--- config.mk ---
export PLATFORM = sky130hd
export DESIGN_NAME = base_n_text_decoder
export DESIGN_NICKNAME = d
export VERILOG_FILES = /design/src/hdl/bntd_pkg.sv /design/src/hdl/base_n_text_decoder.sv
export SDC_FILE = /design/constraint.sdc
export NUM_CORES = 1
export LEC_CHECK = 0
export BUFFER_PORTS_ARGS = -buffer_cell sky130_fd_sc_hd__clkbuf_2
export CELL_PAD_IN_SITES_DETAIL_PLACEMENT = 1
export CELL_PAD_IN_SITES_GLOBAL_PLACEMENT = 1
export CORE_ASPECT_RATIO = 0.9
export CORE_MARGIN = 3
export CORE_UTILIZATION = 38
export CTS_BUF_LIST = sky130_fd_sc_hd__clkbuf_4 sky130_fd_sc_hd__clkbuf_8
export DETAILED_ROUTE_END_ITERATION = 6
export GPL_TIMING_DRIVEN = 0
export PLACE_DENSITY = 0.71
export REMOVE_ABC_BUFFERS = 1
export SLEW_MARGIN = 20
export SYNTH_ARGS = -nofsm -noshare
export SYNTH_HDL_FRONTEND = slang
export SYNTH_SLANG_ARGS = --single-unit
--- constraint.sdc ---
create_clock -name clock -period 4.21 [get_ports clock]
set_input_delay 1.263 -clock clock [delete_from_list [all_inputs] [get_ports clock]]
set_output_delay 1.263 -clock clock [all_outputs]
set_load 0.01 [all_outputs]
--- src/hdl/bntd_pkg.sv ---
// ----------------------------------------------------------------------------
// bntd_pkg
// Shared types, constants and the alphabet lookup for the base-N text decoder.
// ----------------------------------------------------------------------------
`default_nettype none

package bntd_pkg;

   typedef enum logic [1:0] {
      ALPHA_BASE64    = 2'd0,
      ALPHA_BASE32HEX = 2'd1,
      ALPHA_HEX       = 2'd2,
      ALPHA_HEX_ALT   = 2'd3
   } alphabet_type;

   typedef enum logic [1:0] {
      CSR_ALPHABET     = 2'd0,
      CSR_GROUP_DIGITS = 2'd1,
      CSR_PAD_CODE     = 2'd2,
      CSR_PAD_LIMIT    = 2'd3
   } csr_index_type;

   typedef enum logic [2:0] {
      ST_OK         = 3'd0,
      ST_BAD_CHAR   = 3'd1,
      ST_PAD_MID    = 3'd2,
      ST_LEFTOVER   = 3'd3,
      ST_TOO_MANY   = 3'd4,
      ST_BAD_PAD    = 3'd5,
      ST_INCOMPLETE = 3'd6
   } status_type;

   localparam logic [7:0] SymWs  = 8'hEE;
   localparam logic [7:0] SymBad = 8'hFF;

   localparam logic [1:0] AlphabetReset    = 2'd0;
   localparam logic [3:0] GroupDigitsReset = 4'd4;
   localparam logic [7:0] PadCodeReset     = 8'd61;
   localparam logic [2:0] PadLimitReset    = 3'd2;
   localparam logic [3:0] GroupMax         = 4'd8;
   localparam logic [3:0] PadCountMax      = 4'd15;

   function automatic logic [7:0] lookup(input logic [1:0] sel, input logic [7:0] c);
      logic [7:0] v;
      v = SymBad;
      if (c inside {[8'h09:8'h0D], 8'h20}) begin
         v = SymWs;
      end else if (c inside {[8'h30:8'h39]}) begin
         v = (sel == ALPHA_BASE64) ? 8'(c - 8'h30 + 8'd52) : 8'(c - 8'h30);
      end else if (sel == ALPHA_BASE64) begin
         if (c inside {[8'h41:8'h5A]}) begin
            v = 8'(c - 8'h41);
         end else if (c inside {[8'h61:8'h7A]}) begin
            v = 8'(c - 8'h61 + 8'd26);
         end else if (c == 8'h2B) begin
            v = 8'd62;
         end else if (c == 8'h2F) begin
            v = 8'd63;
         end else if (c == 8'h3D) begin
            v = 8'd0;
         end
      end else if (sel == ALPHA_BASE32HEX) begin
         if (c inside {[8'h41:8'h56]}) begin
            v = 8'(c - 8'h41 + 8'd10);
         end else if (c inside {[8'h61:8'h76]}) begin
            v = 8'(c - 8'h61 + 8'd10);
         end
      end else begin
         if (c inside {[8'h41:8'h46]}) begin
            v = 8'(c - 8'h41 + 8'd10);
         end else if (c inside {[8'h61:8'h66]}) begin
            v = 8'(c - 8'h61 + 8'd10);
         end
      end
      return v;
   endfunction

endpackage

`default_nettype wire

--- src/hdl/base_n_text_decoder.sv ---
// ----------------------------------------------------------------------------
// base_n_text_decoder
// Streaming base64 / base32hex / hex text decoder with end-of-string status.
// ----------------------------------------------------------------------------
// Each item is taken into an input register and decoded from there into
// the result register, so one character item is accepted every cycle while the
// result side keeps up; the rate is set by the single alphabet lookup and bit
// packing step between those two registers. A character item yields at most
// one data byte, and an end item always yields one status item and clears the
// decoding state.
`default_nettype none

module base_n_text_decoder (
   input  wire logic       clock,
   input  wire logic       reset,
   input  wire logic       req_valid,
   output logic            req_ready,
   input  wire logic       req_command,
   input  wire logic [7:0] req_char_code,
   output logic            rsp_valid,
   input  wire logic       rsp_ready,
   output logic            rsp_kind,
   output logic [7:0]      rsp_data_byte,
   output logic [2:0]      rsp_status,
   input  wire logic       csr_write_enable,
   input  wire logic [1:0] csr_index,
   input  wire logic [7:0] csr_write_data
);

   logic [1:0]  alphabet_ff;
   logic [3:0]  group_digits_ff;
   logic [7:0]  pad_code_ff;
   logic [2:0]  pad_limit_ff;

   logic        s1_valid_ff;
   logic        s1_command_ff;
   logic [7:0]  s1_char_ff;

   logic [6:0]  partial_ff, partial_in;
   logic [2:0]  bit_count_ff, bit_count_in;
   logic [2:0]  group_pos_ff, group_pos_in;
   logic [3:0]  pad_count_ff, pad_count_in;
   logic [2:0]  error_ff, error_in;

   logic        rsp_valid_ff;
   logic        rsp_kind_ff, rsp_kind_in;
   logic [7:0]  rsp_data_ff, rsp_data_in;
   logic [2:0]  rsp_status_ff, rsp_status_in;
   logic        emit;

   logic        advance;
   logic        step;
   logic [1:0]  sel;
   logic [2:0]  bpd;
   logic [3:0]  group_size;
   logic [2:0]  group_next;
   logic [7:0]  sym;
   logic [12:0] wide;
   logic [3:0]  total;
   logic [3:0]  spill;
   logic [6:0]  pad_bits;
   logic [6:0]  pad_round;
   logic [6:0]  pad_span;

   assign advance   = !rsp_valid_ff || rsp_ready;
   assign step      = s1_valid_ff && advance;
   assign req_ready = !s1_valid_ff || advance;

   assign rsp_valid     = rsp_valid_ff;
   assign rsp_kind      = rsp_kind_ff;
   assign rsp_data_byte = rsp_data_ff;
   assign rsp_status    = rsp_status_ff;

   always_ff @(posedge clock) begin
      if (reset) begin
         alphabet_ff     <= bntd_pkg::AlphabetReset;
         group_digits_ff <= bntd_pkg::GroupDigitsReset;
         pad_code_ff     <= bntd_pkg::PadCodeReset;
         pad_limit_ff    <= bntd_pkg::PadLimitReset;
      end else if (csr_write_enable) begin
         case (csr_index)
            bntd_pkg::CSR_ALPHABET:     alphabet_ff     <= csr_write_data[1:0];
            bntd_pkg::CSR_GROUP_DIGITS: group_digits_ff <= csr_write_data[3:0];
            bntd_pkg::CSR_PAD_CODE:     pad_code_ff     <= csr_write_data;
            bntd_pkg::CSR_PAD_LIMIT:    pad_limit_ff    <= csr_write_data[2:0];
            default: ;
         endcase
      end
   end

   always_ff @(posedge clock) begin
      if (reset) begin
         s1_valid_ff <= 1'b0;
      end else if (req_ready) begin
         s1_valid_ff <= req_valid;
      end
   end

   always_ff @(posedge clock) begin
      if (req_ready && req_valid) begin
         s1_command_ff <= req_command;
         s1_char_ff    <= req_char_code;
      end
   end

   always_comb begin
      sel = (alphabet_ff == bntd_pkg::ALPHA_HEX_ALT) ? bntd_pkg::ALPHA_HEX : alphabet_ff;
      case (sel)
         bntd_pkg::ALPHA_BASE64:    bpd = 3'd6;
         bntd_pkg::ALPHA_BASE32HEX: bpd = 3'd5;
         default:                   bpd = 3'd4;
      endcase
      group_size = (group_digits_ff > bntd_pkg::GroupMax) ? bntd_pkg::GroupMax
                                                          : group_digits_ff;
      if (group_size == 4'd0) begin
         group_next = group_pos_ff;
      end else if (({1'b0, group_pos_ff} + 4'd1) >= group_size) begin
         group_next = 3'd0;
      end else begin
         group_next = group_pos_ff + 3'd1;
      end

      sym   = bntd_pkg::lookup(sel, s1_char_ff);
      wide  = (13'(partial_ff) << bpd) | 13'(sym[5:0]);
      total = {1'b0, bit_count_ff} + {1'b0, bpd};
      spill = total - 4'd8;

      pad_bits  = 7'(pad_count_ff) * 7'(bpd);
      pad_round = (pad_bits + 7'd7) & 7'h78;
      pad_span  = 7'(bpd) * (7'(pad_count_ff) + 7'd1);

      partial_in    = partial_ff;
      bit_count_in  = bit_count_ff;
      group_pos_in  = group_pos_ff;
      pad_count_in  = pad_count_ff;
      error_in      = error_ff;
      emit          = 1'b0;
      rsp_kind_in   = 1'b0;
      rsp_data_in   = 8'd0;
      rsp_status_in = bntd_pkg::ST_OK;

      if (s1_command_ff) begin
         emit        = 1'b1;
         rsp_kind_in = 1'b1;
         if (error_ff != 3'd0) begin
            rsp_status_in = error_ff;
         end else if (bit_count_ff != 3'd0 && partial_ff != 7'd0) begin
            rsp_status_in = bntd_pkg::ST_LEFTOVER;
         end else if (pad_code_ff != 8'd0 && pad_count_ff > {1'b0, pad_limit_ff}) begin
            rsp_status_in = bntd_pkg::ST_TOO_MANY;
         end else if (pad_code_ff != 8'd0 && pad_round > pad_span) begin
            rsp_status_in = bntd_pkg::ST_BAD_PAD;
         end else if (group_pos_ff != 3'd0) begin
            rsp_status_in = bntd_pkg::ST_INCOMPLETE;
         end
         partial_in   = 7'd0;
         bit_count_in = 3'd0;
         group_pos_in = 3'd0;
         pad_count_in = 4'd0;
         error_in     = 3'd0;
      end else if (error_ff != 3'd0) begin
         error_in = error_ff;
      end else if (pad_code_ff != 8'd0 && s1_char_ff == pad_code_ff) begin
         if (pad_count_ff < bntd_pkg::PadCountMax) begin
            pad_count_in = pad_count_ff + 4'd1;
         end
         group_pos_in = group_next;
      end else if (sym == bntd_pkg::SymWs) begin
         error_in = error_ff;
      end else if (sym == bntd_pkg::SymBad) begin
         error_in = bntd_pkg::ST_BAD_CHAR;
      end else if (pad_count_ff != 4'd0) begin
         error_in = bntd_pkg::ST_PAD_MID;
      end else begin
         group_pos_in = group_next;
         if (total >= 4'd8) begin
            emit         = 1'b1;
            rsp_data_in  = 8'(wide >> spill);
            partial_in   = 7'(wide & ((13'd1 << spill) - 13'd1));
            bit_count_in = spill[2:0];
         end else begin
            partial_in   = wide[6:0];
            bit_count_in = total[2:0];
         end
      end
   end

   always_ff @(posedge clock) begin
      if (reset) begin
         partial_ff   <= 7'd0;
         bit_count_ff <= 3'd0;
         group_pos_ff <= 3'd0;
         pad_count_ff <= 4'd0;
         error_ff     <= 3'd0;
         rsp_valid_ff <= 1'b0;
      end else if (advance) begin
         rsp_valid_ff <= step && emit;
         if (step) begin
            partial_ff   <= partial_in;
            bit_count_ff <= bit_count_in;
            group_pos_ff <= group_pos_in;
            pad_count_ff <= pad_count_in;
            error_ff     <= error_in;
         end
      end
   end

   always_ff @(posedge clock) begin
      if (step && emit) begin
         rsp_kind_ff   <= rsp_kind_in;
         rsp_data_ff   <= rsp_data_in;
         rsp_status_ff <= rsp_status_in;
      end
   end

   a_end_clears: assert property (@(posedge clock) disable iff (reset)
      (step && s1_command_ff) |=> (error_ff == 3'd0 && pad_count_ff == 4'd0 &&
                                   bit_count_ff == 3'd0 && group_pos_ff == 3'd0))
      else $error("End item did not clear the decoding state.");

   a_status_zero_on_data: assert property (@(posedge clock) disable iff (reset)
      (rsp_valid && !rsp_kind) |-> (rsp_status == bntd_pkg::ST_OK))
      else $error("Data item carries a nonzero status.");

   a_data_zero_on_end: assert property (@(posedge clock) disable iff (reset)
      (rsp_valid && rsp_kind) |-> (rsp_data_byte == 8'd0))
      else $error("End item carries a nonzero data byte.");

   a_error_sticky: assert property (@(posedge clock) disable iff (reset)
      (step && !s1_command_ff && error_ff != 3'd0) |=> $stable(error_ff))
      else $error("Sticky error changed before the end item.");

endmodule

`default_nettype wire

==> run metrics <==
min cycle time layout approximately 4 ns; row count 43; clk buf depth 2; asr flop ratio synth 0%; Placer Congestion between 0.8 and 0.9; Worst slew margin a little under two fifths; post-route cell area around 7100 µm²; Tightest Pin Transition between 0.9 and 1 ns; Placed Instance Area ~6300 µm²; Layout Nets approximately 870; Total Routing Usage GR 21.7%; CTS clk-pin slew, worst paths 0.08 ns; Slew Viols, Final 0; status finished clean; Synth Cell Area 6080 µm²; Post-Synth Simple-Gate Area 24.3%; maximum number of pins on one net before global-route repair 44; max cap viols 0; Fmax achieved about 240 MHz; hold_ws approximately 0.5 ns; total gr overflow 0; # DRC 0; CP max FO 4; total CTS buffers 9; EDFF count, synth 21; via density per instance 5.95; Die H approximately 130 µm; placed cells 945; CP endpoint kind register; routed len/inst approximately 20 µm; initial DRC count 340; Synth Instances roughly 750; IO Port Bufs 37; Avg Cell Area, Syn 8.15 µm²; adder-cell area share of the yosys netlist roughly 13%; Post-synth top flop dfxtp_1; CP Launch Type register; worst path required time roughly 4.4 ns; antenna violations before repair 0; Post-Route Skew between 0.01 and 0.015 ns; Final period util between 90 and 100%; final wirelength approximately 20000 µm; Clk Latency, worst-skew pair about 0.37 ns; Synth Area in Compound Gates a little under a quarter; DRT Pass-1 Iters 5; vias in the first global route roughly 6000; Hold Path Class register to register; xor and xnor fraction of the mapped netlist area under 10%; IO Pins 38; die area 17600 µm²; final setup fails 0; setup TNS 0 ns; Pwr per Cell Area between 200 and 250 nW/µm²; H-tree Lvls 3; LEAKAGE between 2 and 3 nW; largest family of logic cells by synthesized area simple AND/OR/NAND/NOR gates; share of cells above drive strength 1 a little over a fifth; diode count 0; commonest non-fill, non-tap cell in the layout nor2_1; RSZ-0062 raised after global routing true; VDD IR max about 160 µV; DR vias ~5900; global-route wire length before repair a little over 30000 µm; P&R area growth vs syn 16.3%; chip width approximately 140 µm; Synth Register Bits 59; WS Path Type register to register; Final ANT Viol Nets 0; multiplexer share of the synthesized area 6.13%; estimated wirelength of the detail-placed design roughly 14000 µm; Synth Warn # 0; post-synthesis sequential area ratio approximately 23%; Core ar. ~16000 µm²; CTS Sinks 59; most frequent cells in the layout 72 x nor2_1, 58 x nand2_1, 46 x a21oi_1, 46 x ha_1, 37 x clkbuf_2; total chip power about 1.7 mW; synth unique cells 81; Layout Cells excl Fill between 900 and 1000; Final Hold Vio Count 0; CTS tree yes; Initial Util approximately two fifths; clk root buf clkbuf_8; Arr. time, crit path around 4.3 ns
-- final timing paths --
check                               startpoint                           end  slack, ns  cells past startpoint
setup / recovery   alphabet_ff[1]$_SDFFE_PP0P_   rsp_status[2]$_SDFFCE_PP0P_       0.10                     19
hold reg to reg   pad_limit_ff[1]$_SDFFE_PP1P_  pad_limit_ff[1]$_SDFFE_PP1P_       0.50                      2
setup reg to reg   alphabet_ff[1]$_SDFFE_PP0P_   rsp_status[2]$_SDFFCE_PP0P_       0.10                     19
hold / removal    pad_limit_ff[1]$_SDFFE_PP1P_  pad_limit_ff[1]$_SDFFE_PP1P_       0.50                      2
-- synthesized netlist by cell type, drive strengths merged (6+ instances only) --
cell type  number  area [µm²]
a211oi         18         155
nand2b         21         131
and2            9        56.3
nand3b         13        97.6
ha             53         663
inv            37         139
and3            6        37.5
or2             7        43.8
a211o           9        78.8
nand2          60         228
o211ai          7        57.6
or4             6        45.0
nand3          16        80.1
a31oi           9        56.3
clkbuf         24        90.1
o21ai          34         174
mux2            7        82.6
dfxtp          38         761
mux2i          29         290
a21oi          50         254
nor2b          16         100
nor3           21         120
nor2           73         274
buf            16         115
o21a            6        45.0
xnor2          24         210
edfxtp         21         631
or3             7        43.8
a21o           10        75.1
xor2            9        78.8
-- cell families (layout without fill, tap and decap cells) --
kind of cell               count (synthesis)  after routing
DFF                                       59             59
muxes                                     36             36
and+or+nand+nor                          280            280
buffers and inverters                     80            125
AOI/OAI and AO/OA                        200            200
xor gates and xnor gates                  33             33
adders and majority gates                 58             58
-- metal layers --
layer	GRT usage, %	vias up	wire length [µm]
li1	-	2811	-
met1	27.8	2929	8860
met5	0	-	0
met3	4.29	34	820
met4	6.10	0	405
met2	37.4	133	9670
-- registers in the layout (all words and copies together) (netlist names) --
name             flops
rsp_kind             1
rsp_valid            1
partial_ff           7
s1_command_ff        1
pad_count_ff         4
s1_char_ff           8
bit_count_ff         3
group_pos_ff         3
alphabet_ff          2
error_ff             2
group_digits_ff      4
pad_code_ff          8
rsp_status           3
rsp_data_byte        8
pad_limit_ff         3
s1_valid_ff          1
-- metrics by stage --
stage,worst slack (ns),util (%)
final,0.103,45.5
after global routing,-0.148,45.5
after CTS,0.0202,43.7
after detailed placement,-1.36,40.6
after global placement,-1.34,40.6
after floorplan,-0.277,-
-- cell type report --
class	count	area (µm²)
clock buffers	10	138
fillers	1852	8470
multi-input cells	607	4630
inverters	40	170
repair buffers	69	429
flip-flops and latches	59	1410
clock inverters	6	48.8
well taps	202	253
-- report_power, final --
part	total [mW]	leakage [nW]	internal [mW]	switching, mW
Clock	0.504	0.0934	0.234	0.270
Combinational	0.567	2.30	0.224	0.343
Sequential	0.648	0.522	0.614	0.0335
Total	1.72	2.92	1.07	0.646
-- what timing repair did --
action,in CTS,in global routing
setup endpoints to repair,39,39
gates resized for setup,33,40
setup buffers,20,12
pin swaps,8,22
hold buffers,0,0
-- critical path, cell delays in order, from the launching register on --
cell and delay (ns):
dfxtp_4 0.37, or2_4 0.28, clkinv_8 0.07, nand2_4 0.04, fa_1 0.51, inv_2 0.05, ha_4 0.26, ha_4 0.19
nor2b_4 0.12, o21a_1 0.19, o21a_1 0.21, nor2_1 0.12, xnor2_1 0.09, ha_1 0.30, and3_4 0.19, a221oi_2 0.06
a211o_1 0.32, o21a_1 0.15, nor2b_1 0.13, nor4b_1 0.27
Power figures use the tool's default switching activity.
